`src/design/htlp_pkg.sv`:
```
// Shared types and constants for the linear-probe hash table core.
// Used by htlp_mod, htlp_ram users and hash_table_linear_probe_core.
`timescale 1ns / 1ps
`default_nettype none

package htlp_pkg;

  localparam int SLOTS_DEF     = 64;
  localparam int KEY_BYTES_DEF = 8;

  // table_size register: 7 bits, so at most 127 slots are ever in use
  localparam int SIZE_W   = 7;
  localparam int MAX_SIZE = 127;
  localparam logic [SIZE_W-1:0] SIZE_RESET = 7'd64;

  // APB port
  localparam int APB_W  = 32;
  localparam int ADDR_W = 3;
  localparam logic REG_TABLE_SIZE = 1'b0;

  typedef enum logic [1:0] {
    CMD_SET   = 2'd0,
    CMD_GET   = 2'd1,
    CMD_COUNT = 2'd2,
    CMD_CLEAR = 2'd3
  } cmd_t;

  typedef struct packed {
    cmd_t        command;
    logic [63:0] key;
    logic [31:0] value;
  } req_t;

  typedef struct packed {
    logic              ok;
    logic [31:0]       found_value;
    logic [SIZE_W-1:0] occupied;
  } rsp_t;

  typedef struct packed {
    logic              done;
    logic [SIZE_W-1:0] rem;
  } mod_res_t;

endpackage

`default_nettype wire

```
`src/design/htlp_mod.sv`:
```
// Iterative remainder unit: one dividend bit per cycle, restoring form.
// Depends on htlp_pkg.
`timescale 1ns / 1ps
`default_nettype none

module htlp_mod #(
  parameter int SUM_W = 11
) (
  input  wire logic                        clk,
  input  wire logic                        rst,
  input  wire logic                        start,
  input  wire logic [SUM_W-1:0]            dividend,
  input  wire logic [htlp_pkg::SIZE_W-1:0] divisor,
  output htlp_pkg::mod_res_t               res
);

  import htlp_pkg::*;

  localparam int CNT_W = $clog2(SUM_W + 1);

  logic             busy;
  logic             done;
  logic [CNT_W-1:0] cnt;
  logic [SUM_W-1:0] quo;
  logic [SIZE_W-1:0] rmd;
  logic [SIZE_W-1:0] dvs;
  logic [SIZE_W:0]   shifted;
  logic [SIZE_W:0]   diff;
  logic [SIZE_W-1:0] rmd_next;

  // remainder stays below the divisor, so the shifted value fits SIZE_W+1 bits
  always_comb begin
    shifted  = {rmd, quo[SUM_W-1]};
    diff     = shifted - {1'b0, dvs};
    rmd_next = (shifted >= {1'b0, dvs}) ? diff[SIZE_W-1:0] : shifted[SIZE_W-1:0];
  end

  always_ff @(posedge clk) begin
    if (rst) begin
      busy <= 1'b0;
      done <= 1'b0;
      cnt  <= '0;
    end else begin
      done <= 1'b0;
      if (start) begin
        busy <= 1'b1;
        cnt  <= CNT_W'(SUM_W);
      end else if (busy) begin
        cnt <= cnt - CNT_W'(1);
        if (cnt == CNT_W'(1)) begin
          busy <= 1'b0;
          done <= 1'b1;
        end
      end
    end
  end

  always_ff @(posedge clk) begin
    if (start) begin
      quo <= dividend;
      rmd <= '0;
      dvs <= divisor;
    end else if (busy) begin
      quo <= quo << 1;
      rmd <= rmd_next;
    end
  end

  assign res.done = done;
  assign res.rem  = rmd;

endmodule

`default_nettype wire

```
`config.mk`:
```
export PLATFORM = sky130hd
export DESIGN_NAME = htlp_mod
export DESIGN_NICKNAME = d
export VERILOG_FILES = /design/src/design/htlp_pkg.sv /design/src/design/htlp_mod.sv
export SDC_FILE = /design/constraint.sdc
export NUM_CORES = 1
export LEC_CHECK = 0
export ABC_AREA = 1
export BUFFER_PORTS_ARGS = -buffer_cell sky130_fd_sc_hd__clkbuf_2
export CAP_MARGIN = 10
export CORE_MARGIN = 2
export CORE_UTILIZATION = 30
export DETAILED_ROUTE_END_ITERATION = 16
export GPL_TIMING_DRIVEN = 0
export PLACE_DENSITY = 0.58
export SLEW_MARGIN = 20
export SYNTH_ARGS = -nofsm -noshare
export SYNTH_HDL_FRONTEND = slang
export SYNTH_SLANG_ARGS = --single-unit
```
`constraint.sdc`:
```
create_clock -name clk -period 1.75 [get_ports clk]
set_clock_uncertainty 0.05 [all_clocks]
set_input_delay 0.0875 -clock clk [delete_from_list [all_inputs] [get_ports clk]]
set_output_delay 0.0875 -clock clk [all_outputs]
set_load 0.02 [all_outputs]
```
==> out/results.tsv, run 1 <==
metric	value	unit
max incr delay on CP	0.38	ns
asr flop ratio synth	0	
area share of the largest cell type after synthesis	0.327	
reg2reg start	quo[10]$_DFFE_PP_	
Syn-to-layout area delta	29.0	%
count of buffers from port buffering	28	
most used flip-flop cell after synthesis	sky130_fd_sc_hd__edfxtp_1	
Slowest cell on crit path	sky130_fd_sc_hd__edfxtp_1	
final-report setup violation count	6	
maximum buffer depth of the clock tree	2	
final period utilization	1.04	
Finished Core Util	0.395	
headroom to the max-slew limit	0.663	
remaining routing DRC violations	0	
violations in the final reports	negative setup slack	
worst hold margin	0.0195	ns
synthesis-stage register bit count	31	
post-layout power	1.78	mW
final hold violations	0	
vias in the first global route	1375	
global-route track usage on met3	0.0322	
Ports	29	
unrepaired setup endpoints after global routing	yes	
DR pass1 iterations	4	
kind of capture point of the worst setup path	register	
Reg-to-Reg End	rmd[3]$_SDFFE_PP0P_	
internal reg-to-reg setup slack	-0.07	ns
global-route met1 utilization	0.149	
clock root buffer master	sky130_fd_sc_hd__clkbuf_8	
mean routed wirelength per cell	10.3	um
static leakage	1.07	nW
cell area after synthesis	1650	um^2
clock tree from TritonCTS	built	
first-pass GRT wire length	5940	um
startpoint type of the worst setup path	register	
average cell area after synthesis	8.31	um^2
cell count of the worst reg-to-reg path	13	
post-layout min period	1.82	ns
maxcap violations	0	
max frequency	550	MHz
Clock transition at path regs	0.06	ns
met2 track demand over resource in global routing	0.207	
Synth area leaders	sky130_fd_sc_hd__edfxtp_1 33%, sky130_fd_sc_hd__dfxtp_1 16%, sky130_fd_sc_hd__nand2_1 15%	
cell total after placement	299	
# H-tree levels	2	
Vert. Die Dim	78.3	um
iteration-0 DRC count of the detailed router	43	
number of instances in the synthesized netlist	199	
layout cell share with drive strength beyond 1	0.254	
GR Util All Layers	0.123	
Routability Congestion	0.808	
overflow left after global routing	0	
number of rows in the core area	27	
most utilized layer in the global route result	met2	
cell taking the most area after synthesis	sky130_fd_sc_hd__edfxtp_1	
Core Footprint	5410	um^2
non-filler instance count after layout	320	
antenna-violating nets left	0	
hold path startpoint	dividend[0]	
post-synthesis sequential area ratio	0.484	
kind of cell adding the most delay to the critical path	simple AND/OR/NAND/NOR gates	
Hold Crit Class	in2reg	
Hold Path Depth	3	
via count of the routed design	1357	
Cell Chain, Critical Path	inv_2 -> ha_4 -> inv_4 -> fa_2 -> nand2_2 -> nand2_2 -> nand2_4 -> nand2_4 -> nand2_4 -> nand2_4 -> nand2_2 -> nand3_1 -> o21ai_1	
cell occurring most often along the worst timing path	sky130_fd_sc_hd__nand2_4	
Distinct cells, synth	28	
Buf+Inv Stages, Crit Path	2	
arrival time of the worst setup path	1.98	ns
Die W	78.3	um
total count of max-transition violations in the final report	0	
TritonCTS Buffers	5	
DRT Wirelength	3310	um
number of diodes added for antenna fixing	0	
Tightest Pin Transition	0.503	ns
maximum fanout along the worst path	6	
PnR worst setup slack	-0.0670	ns
maximum number of pins on one net before global-route repair	16	
Starting Density	0.306	
clock latency on the worst-skew pair	0.28	ns
maximum resistive drop on vdd	0.000412	V
HPWL after detailed placement	2410	um
type of the worst setup path	reg2reg	
detailed-route vias per instance	4.24	
outcome	finished, violations left	
net count after synthesis	230	
number of warnings issued by yosys	0	
Pwr Density	833	nW/um^2
nets	278	
required time reported for the critical path endpoint	1.91	ns
launching element of the worst setup path	quo[10]$_DFFE_PP_	
initial antenna violation count	0	
clock sink count	31	
worst hold path endpoint	quo[0]$_SDFFCE_PN0P_	
number of synthesized flops with an enable pin	18	
floorplan die area	6120	um^2
repair_timing:
| action | 4_1_cts | 5_1_grt |
|---|---|---|
| hold endpoints to repair | 9 | 0 |
| setup endpoints to repair | 7 | 7 |
| hold buffers | 8 | 0 |
| buffers inserted | 2 | 2 |
| cloned | 1 | 0 |
| gates resized for setup | 5 | 10 |
| pin swaps | 3 | 7 |
tightest hold or removal path, stage by stage:
cell                       delay, ns
sky130_fd_sc_hd__clkbuf_2       0.08
sky130_fd_sc_hd__nand2_1        0.05
sky130_fd_sc_hd__inv_2          0.04
flip-flops by register name (all words and copies together), names as in the netlist:
register	count
busy	1
cnt	4
quo	11
dvs	7
rmd	7
done	1
cell families after synthesis:
kind of cell             after synthesis  share of synthesized area
XOR/XNOR                               2                     0.0106
flip-flops                            31                      0.484
buffers and inverters                 38                     0.0885
AO/OA/AOI/OAI                         13                     0.0507
AND/OR/NAND/NOR                      105                      0.286
adder cells (fa/ha/maj)               10                     0.0802
routing by layer:
| metal | vias to the layer above | routed length [um] |
|---|---|---|
| li1 | 730 | - |
| met1 | 593 | 1550 |
| met2 | 28 | 1570 |
| met3 | 6 | 139 |
| met4 | 0 | 56 |
| met5 | - | 0 |
cell type report:
cell class	instances	area, um^2
Buffer	3	15.0
Clock buffer	6	72.6
Clock inverter	2	7.51
Fill cell	567	3270
Inverter	35	134
Multi-Input combinational cell	131	761
Sequential cell	31	801
Tap cell	72	90.1
Timing Repair Buffer	40	254
Yosys cell counts, types with 3 or more instances:
cell type                   n
sky130_fd_sc_hd__edfxtp_1  18
sky130_fd_sc_hd__dfxtp_1   13
sky130_fd_sc_hd__inv_1     29
sky130_fd_sc_hd__a21oi_1    3
sky130_fd_sc_hd__nor2_1     5
sky130_fd_sc_hd__nand2_1   68
sky130_fd_sc_hd__nand3_1   18
sky130_fd_sc_hd__o21ai_1    6
sky130_fd_sc_hd__inv_2      6
sky130_fd_sc_hd__ha_1       9
placed cells by master, fill, tap and decap left out, types with 2 or more instances in the layout:
master and count:
sky130_fd_sc_hd__clkbuf_2 28, sky130_fd_sc_hd__nand2_4 4, sky130_fd_sc_hd__buf_4 4, sky130_fd_sc_hd__clkbuf_8 5, sky130_fd_sc_hd__dlygate4sd3_1 8, sky130_fd_sc_hd__nand3_1 16, sky130_fd_sc_hd__nand3_2 2, sky130_fd_sc_hd__nor3_1 2
sky130_fd_sc_hd__clkinv_1 2, sky130_fd_sc_hd__dfxtp_1 13, sky130_fd_sc_hd__nand2_2 6, sky130_fd_sc_hd__ha_1 8, sky130_fd_sc_hd__clkbuf_1 3, sky130_fd_sc_hd__nand3b_1 2, sky130_fd_sc_hd__inv_2 6, sky130_fd_sc_hd__nand2_1 63
sky130_fd_sc_hd__a21oi_1 3, sky130_fd_sc_hd__nand4_1 2, sky130_fd_sc_hd__o21ai_1 6, sky130_fd_sc_hd__nor2_1 5, sky130_fd_sc_hd__edfxtp_1 18, sky130_fd_sc_hd__inv_1 28
worst max-delay path by stage:
stage / end / cells past startpoint
finish: rmd[3]$_SDFFE_PP0P_ / 13
global route: rmd[5]$_SDFFE_PP0P_ / 14
CTS: rmd[5]$_SDFFE_PP0P_ / 14
detailed placement: rmd[5]$_SDFFE_PP0P_ / 14
global placement: rmd[5]$_SDFFE_PP0P_ / 14
floorplan: rmd[5]$_SDFFE_PP0P_ / 14
report_power, final:
group / internal, mW / switching [mW]
logic: 0.162 / 0.224
clock network: 0.270 / 0.253
registers: 0.839 / 0.0301
total: 1.27 / 0.506
through the flow:
stage               cell area (um^2)  setup slack, ns  TNS [ns]
floorplan                       1650          0.00292         0
CTS                             2080          -0.0889    -0.543
global route                    2130           -0.199     -1.26
detailed placement              1880           -0.178     -1.08
global placement                1880           -0.150    -0.907
finish                          2130          -0.0670    -0.363
Power figures use the tool's default switching activity.
==> run 2, diff against run 1 <==
Settings changed: ABC_AREA 1 to not set, PLACE_DENSITY 0.58 to 0.62.
==> run 2 against run 1 <==
Compared with the run above:
- the flow still finishes with violations (negative setup slack)
- wire length up 0.66%
- die area up 0.64%
- combinational power down 6.5%
- clock power up 4.8%
- via count down 4.7%
- utilization up 0.65 points
- cell count down 16%
- cell area up 2.3%
- sequential power about the same
- fmax down 9.4%
- critical path depth down 5
==> out/results.tsv, run 2 <==
metric	value	unit
list of most frequent post-synthesis cells	18 x sky130_fd_sc_hd__edfxtp_1, 15 x sky130_fd_sc_hd__inv_1, 13 x sky130_fd_sc_hd__dfxtp_1	
outcome	finished, violations left	
overflow left after global routing	0	
clock latency on the worst-skew pair	0.28	ns
number of flip-flops under the largest register name	11	
Clock transition at path regs	0.07	ns
maximum buffer depth of the clock tree	2	
largest registers in the final layout	quo: 11 flops, dvs: 7 flops, rmd: 7 flops	
initial antenna violation count	0	
clock tree from TritonCTS	built	
PnR worst setup slack	-0.256	ns
GR Util All Layers	0.113	
Power Internal	1.30	mW
synthesis-stage register bit count	31	
final-report setup violation count	7	
number of diodes added for antenna fixing	0	
Buf+Inv Stages, Crit Path	2	
antenna-violating nets left	0	
setup TNS after final layout	-1.49	ns
switching power	484	uW
DRT Wirelength	3330	um
most used flip-flop cell after synthesis	sky130_fd_sc_hd__edfxtp_1	
Biggest register	quo	
clock root buffer master	sky130_fd_sc_hd__clkbuf_8	
unrepaired setup endpoints after global routing	yes	
final hold violations	0	
area share of the largest cell type after synthesis	0.325	
startpoint type of the worst setup path	register	
Tightest Pin Transition	0.520	ns
maximum number of pins on one net before global-route repair	13	
nets	228	
Starting Density	0.306	
commonest cells after routing, fill and taps aside	28 x sky130_fd_sc_hd__clkbuf_2, 18 x sky130_fd_sc_hd__edfxtp_1, 13 x sky130_fd_sc_hd__inv_1	
remaining routing DRC violations	0	
max frequency	498	MHz
iteration-0 DRC count of the detailed router	35	
Hold Crit Class	in2reg	
non-filler instance count after layout	270	
Vert. Die Dim	78.5	um
most common cell in the netlist	sky130_fd_sc_hd__edfxtp_1	
Die W	78.5	um
DR pass1 iterations	4	
mean routed wirelength per cell	12.3	um
required time reported for the critical path endpoint	1.87	ns
layout cell share with drive strength beyond 1	0.343	
net switching fraction of the power	0.272	
post-layout min period	2.01	ns
net count after synthesis	182	
number of rows in the core area	27	
max incr delay on CP	0.41	ns
detailed-route vias per instance	4.79	
# H-tree levels	2	
most common cell after layout, fill and taps aside	sky130_fd_sc_hd__clkbuf_2	
vias in the first global route	1175	
share of power burned in the clock network	0.308	
Routability Congestion	0.745	
cell taking the most area after synthesis	sky130_fd_sc_hd__edfxtp_1	
Ports	29	
post-synthesis sequential area ratio	0.481	
Pwr Density	816	nW/um^2
Slowest cell on crit path	sky130_fd_sc_hd__edfxtp_1	
TritonCTS Buffers	5	
total count of max-transition violations in the final report	0	
via count of the routed design	1293	
logic gate share of total power	0.203	
Syn-to-layout area delta	31.1	%
Synth area leaders	sky130_fd_sc_hd__edfxtp_1 32%, sky130_fd_sc_hd__dfxtp_1 16%, sky130_fd_sc_hd__ha_1 6.8%	
asr flop ratio synth	0	
final period utilization	1.15	
maximum fanout along the worst path	8	
number of instances in the synthesized netlist	151	
clock sink count	31	
number of synthesized flops with an enable pin	18	
floorplan die area	6160	um^2
count of buffers from port buffering	28	
violations in the final reports	negative setup slack	
Core Footprint	5440	um^2
headroom to the max-slew limit	0.653	
relative contribution of sequential cells to total power	0.489	
arrival time of the worst setup path	2.13	ns
maxcap violations	0	
average cell area after synthesis	11.0	um^2
Post-Place Worst Slack	-0.296	ns
cell total after placement	251	
number of warnings issued by yosys	0	
maximum resistive drop on vdd	0.000606	V
Cell Chain, Critical Path	ha_4 -> inv_2 -> fa_2 -> a211oi_2 -> or3_1 -> buf_6 -> and3_4 -> a211o_1	
kind of cell adding the most delay to the critical path	simple AND/OR/NAND/NOR gates	
static leakage	0.904	nW
kind of capture point of the worst setup path	register	
cell area after synthesis	1670	um^2
first-pass GRT wire length	5420	um
HPWL after detailed placement	2310	um
post-layout power	1.78	mW
Distinct cells, synth	42	
type of the worst setup path	reg2reg	
run 2: repair_timing:
action / 4_1_cts / 5_1_grt
endpoints found under the setup margin: 7 / 7
resized for setup: 2 / 3
hold buffers: 8 / 0
hold endpoints to repair: 10 / 0
buffers inserted: 3 / 1
pin swaps: 3 / 3
run 2: power groups by stage:
stage / Sequential, mW / Combinational [mW] / Clock (mW)
global route: 0.877 / 0.398 / 0.602
CTS: 0.871 / 0.352 / 0.577
detailed placement: 0.886 / 0.321 / 0
global placement: 0.885 / 0.317 / 0
floorplan: 0.886 / 0.229 / 0
finish: 0.871 / 0.361 / 0.548
run 2: metrics by stage:
step | instance area [um^2] | hold slack [ns] | utilization
floorplan | 1730 | 0.107 | -
finish | 2180 | 0.0454 | 0.401
detailed placement | 1960 | 0.216 | 0.360
global route | 2180 | 0.0465 | 0.401
CTS | 2160 | 0.0305 | 0.397
global placement | 1960 | 0.214 | 0.360
run 2: layer usage:
layer,vias up,wire length [um],track usage,part of all wire
li1,653,-,-,-
met1,605,1620,0.154,0.49
met2,31,1490,0.168,0.45
met3,4,148,0.0276,0.044
met4,0,68,0.0526,0.020
met5,-,0,0,0
run 2: cell type report:
| class | count | area, um^2 |
|---|---|---|
| Fill cell | 546 | 3260 |
| Multi-Input combinational cell | 99 | 870 |
| Sequential cell | 31 | 802 |
| Timing Repair Buffer | 40 | 250 |
| Tap cell | 72 | 90.1 |
| Clock buffer | 6 | 72.6 |
| Inverter | 15 | 56.3 |
| Buffer | 5 | 30.0 |
| Clock inverter | 2 | 12.5 |
run 2: path summary, 6_finish.rpt:
| kind | startpoint | endpoint | slack [ns] | cells after the start |
|---|---|---|---|---|
| hold / removal | dividend[0] | quo[0]$_SDFFCE_PN0P_ | 0.05 | 2 |
| setup reg to reg | dvs[0]$_DFFE_PP_ | rmd[2]$_SDFFE_PP0P_ | -0.26 | 8 |
| hold reg to reg | rmd[0]$_SDFFE_PP0P_ | rmd[1]$_SDFFE_PP0P_ | 0.48 | 2 |
| setup / recovery | dvs[0]$_DFFE_PP_ | rmd[2]$_SDFFE_PP0P_ | -0.26 | 8 |
run 2: cells by family (layout without fill, tap and decap cells):
| kind of cell | Yosys count | in the layout | share of synthesized area |
|---|---|---|---|
| xor+xnor | 6 | 6 | 0.0316 |
| simple gates | 39 | 39 | 0.138 |
| buf+inv | 21 | 68 | 0.0541 |
| flops | 31 | 31 | 0.481 |
| mux | 10 | 10 | 0.0676 |
| fa+ha+maj | 10 | 10 | 0.0796 |
| compound gates | 34 | 34 | 0.149 |
==> run 3, diff against run 2 <==
Settings changed: CELL_PAD_IN_SITES_DETAIL_PLACEMENT set to 0, CELL_PAD_IN_SITES_GLOBAL_PLACEMENT set to 1, PLACE_DENSITY 0.62 to 0.72.
==> run 3 against run 2 <==
Compared with the run above:
- the flow still finishes with violations (negative setup slack)
- via count fell by 0.15%
- clock-buffer cell count unchanged
- die area stayed put
- utilization decreased by 0.21 points
- sequential power is essentially flat
- highest routed layer unchanged
- sequential share of layout area up 0.19 points
- largest cell class unchanged
==> out/results.tsv, run 3 (synthesis results as in run 2) <==
metric	value	unit
GR Util All Layers	0.118	
clock tree from TritonCTS	built	
startpoint type of the worst setup path	register	
most common cell after layout, fill and taps aside	sky130_fd_sc_hd__clkbuf_2	
violations in the final reports	negative setup slack	
initial antenna violation count	0	
Starting Density	0.306	
cell count of the worst reg-to-reg path	8	
internal reg-to-reg setup slack	-0.29	ns
cell total after placement	251	
setup TNS after final layout	-1.86	ns
kind of capture point of the worst setup path	register	
total count of max-transition violations in the final report	0	
vias in the first global route	1216	
final period utilization	1.17	
Routability Congestion	0.776	
number of fillers in the final layout	566	
overflow left after global routing	0	
type of the worst setup path	reg2reg	
floorplan die area	6160	um^2
non-filler instance count after layout	268	
antenna-violating nets left	0	
maxcap violations	0	
Slowest cell on crit path	sky130_fd_sc_hd__edfxtp_1	
Pwr Density	819	nW/um^2
final hold violations	0	
area of combinational cells with multiple inputs	861	um^2
number of diodes added for antenna fixing	0	
max incr delay on CP	0.42	ns
detailed-route vias per instance	4.82	
maximum resistive drop on vdd	0.000455	V
layout cell share with drive strength beyond 1	0.332	
end point of the critical path	rmd[2]$_SDFFE_PP0P_	
number of flip-flops under the largest register name	11	
Tightest Pin Transition	0.478	ns
max frequency	490	MHz
count of buffers from port buffering	28	
DR pass1 iterations	4	
# H-tree levels	2	
clock latency on the worst-skew pair	0.28	ns
unrepaired setup endpoints after global routing	yes	
Clock transition at path regs	0.07	ns
TritonCTS Buffers	5	
maximum buffer depth of the clock tree	2	
mean routed wirelength per cell	12.6	um
largest registers in the final layout	quo: 11 flops, dvs: 7 flops, rmd: 7 flops	
maximum fanout along the worst path	6	
Cell Chain, Critical Path	ha_4 -> inv_2 -> fa_2 -> a211oi_2 -> or3_1 -> buf_6 -> and3_4 -> a211o_1	
nets	226	
Reg-to-Reg End	rmd[2]$_SDFFE_PP0P_	
arrival time of the worst setup path	2.17	ns
outcome	finished, violations left	
Die W	78.5	um
static leakage	0.900	nW
required time reported for the critical path endpoint	1.88	ns
HPWL after detailed placement	2390	um
Biggest register	quo	
launching element of the worst setup path	dvs[0]$_DFFE_PP_	
iteration-0 DRC count of the detailed router	92	
footprint of the flip-flops and latches	802	um^2
via count of the routed design	1291	
maximum number of pins on one net before global-route repair	13	
Ports	29	
final-report setup violation count	7	
clock root buffer master	sky130_fd_sc_hd__clkbuf_8	
Vert. Die Dim	78.5	um
commonest cells after routing, fill and taps aside	28 x sky130_fd_sc_hd__clkbuf_2, 18 x sky130_fd_sc_hd__edfxtp_1, 13 x sky130_fd_sc_hd__inv_1	
clock sink count	31	
reg2reg start	dvs[0]$_DFFE_PP_	
worst hold margin	0.0411	ns
first-pass GRT wire length	5600	um
number of rows in the core area	27	
Hold Crit Class	in2reg	
Syn-to-layout area delta	30.4	%
post-layout min period	2.04	ns
headroom to the max-slew limit	0.681	
DRT Wirelength	3370	um
remaining routing DRC violations	0	
Core Footprint	5440	um^2
PnR worst setup slack	-0.293	ns
## run 3: changes by cell type in the layout (fill, tap and decap cells not counted)
cell	previous run	this run
sky130_fd_sc_hd__buf_4	5	2
sky130_fd_sc_hd__a41oi_1	2	4
sky130_fd_sc_hd__a41oi_2	2	0
sky130_fd_sc_hd__a311oi_1	4	3
sky130_fd_sc_hd__a311oi_2	1	2
sky130_fd_sc_hd__buf_12	0	1
## run 3: power breakdown
| part | total, mW | switching (mW) | internal, mW |
|---|---|---|---|
| Sequential | 0.871 | 0.0329 | 0.838 |
| Combinational | 0.355 | 0.178 | 0.177 |
| Clock | 0.552 | 0.275 | 0.278 |
## run 3: per-stage QoR
step | instance area [um^2] | setup slack [ns] | power, mW | utilization
after floorplan | 1730 | -0.175 | 1.11 | -
after global placement | 1960 | -0.309 | 1.21 | 0.360
after detailed placement | 1960 | -0.307 | 1.21 | 0.360
after CTS | 2150 | -0.293 | 1.78 | 0.396
after global routing | 2170 | -0.383 | 1.88 | 0.399
final | 2170 | -0.293 | 1.78 | 0.399
## run 3: what timing repair did
item,in CTS,in global routing
gates cloned,0,0
hold buffers,8,0
gates resized for setup,1,3
hold endpoints to repair,11,0
endpoints found under the setup margin,7,7
buffers inserted,2,0
pin swaps,3,5
## run 3: layout make-up
type,instances,area share
clock inverter,2,0.00576
buffer,5,0.0138
clock buffer,6,0.0334
multi-input combinational,99,0.396
tap,72,0.0415
timing repair buffer,38,0.114
inverter,15,0.0259
sequential,31,0.369
## run 3: critical path: cells and delay by family, from the launching register on
kind / cells / cell delay (ns)
AO/OA/AOI/OAI: 2 / 0.33
AND/OR/NAND/NOR: 2 / 0.55
adder cells (fa/ha/maj): 2 / 0.39
flip-flops: 1 / 0.42
buffers and inverters: 2 / 0.20
## run 3: layer usage
layer	GRT usage	wire (um)	up-vias
li1	-	-	652
met1	0.155	1690	603
met2	0.180	1490	29
met3	0.0379	130	7
met4	0.0474	64	0
met5	0	0	-
## run 3: worst min-delay path by stage
| stage | to | depth (start not counted) | slack (ns) | startpoint |
|---|---|---|---|---|
| floorplan | busy$_SDFF_PP0_ | 1 | 0.11 | rst |
| global placement | dvs[5]$_DFFE_PP_ | 1 | 0.21 | divisor[5] |
| detailed placement | dvs[5]$_DFFE_PP_ | 1 | 0.22 | divisor[5] |
| CTS | quo[0]$_SDFFCE_PN0P_ | 2 | 0.04 | dividend[0] |
| global route | quo[8]$_DFFE_PP_ | 2 | 0.04 | dividend[8] |
| finish | quo[0]$_SDFFCE_PN0P_ | 2 | 0.04 | dividend[0] |
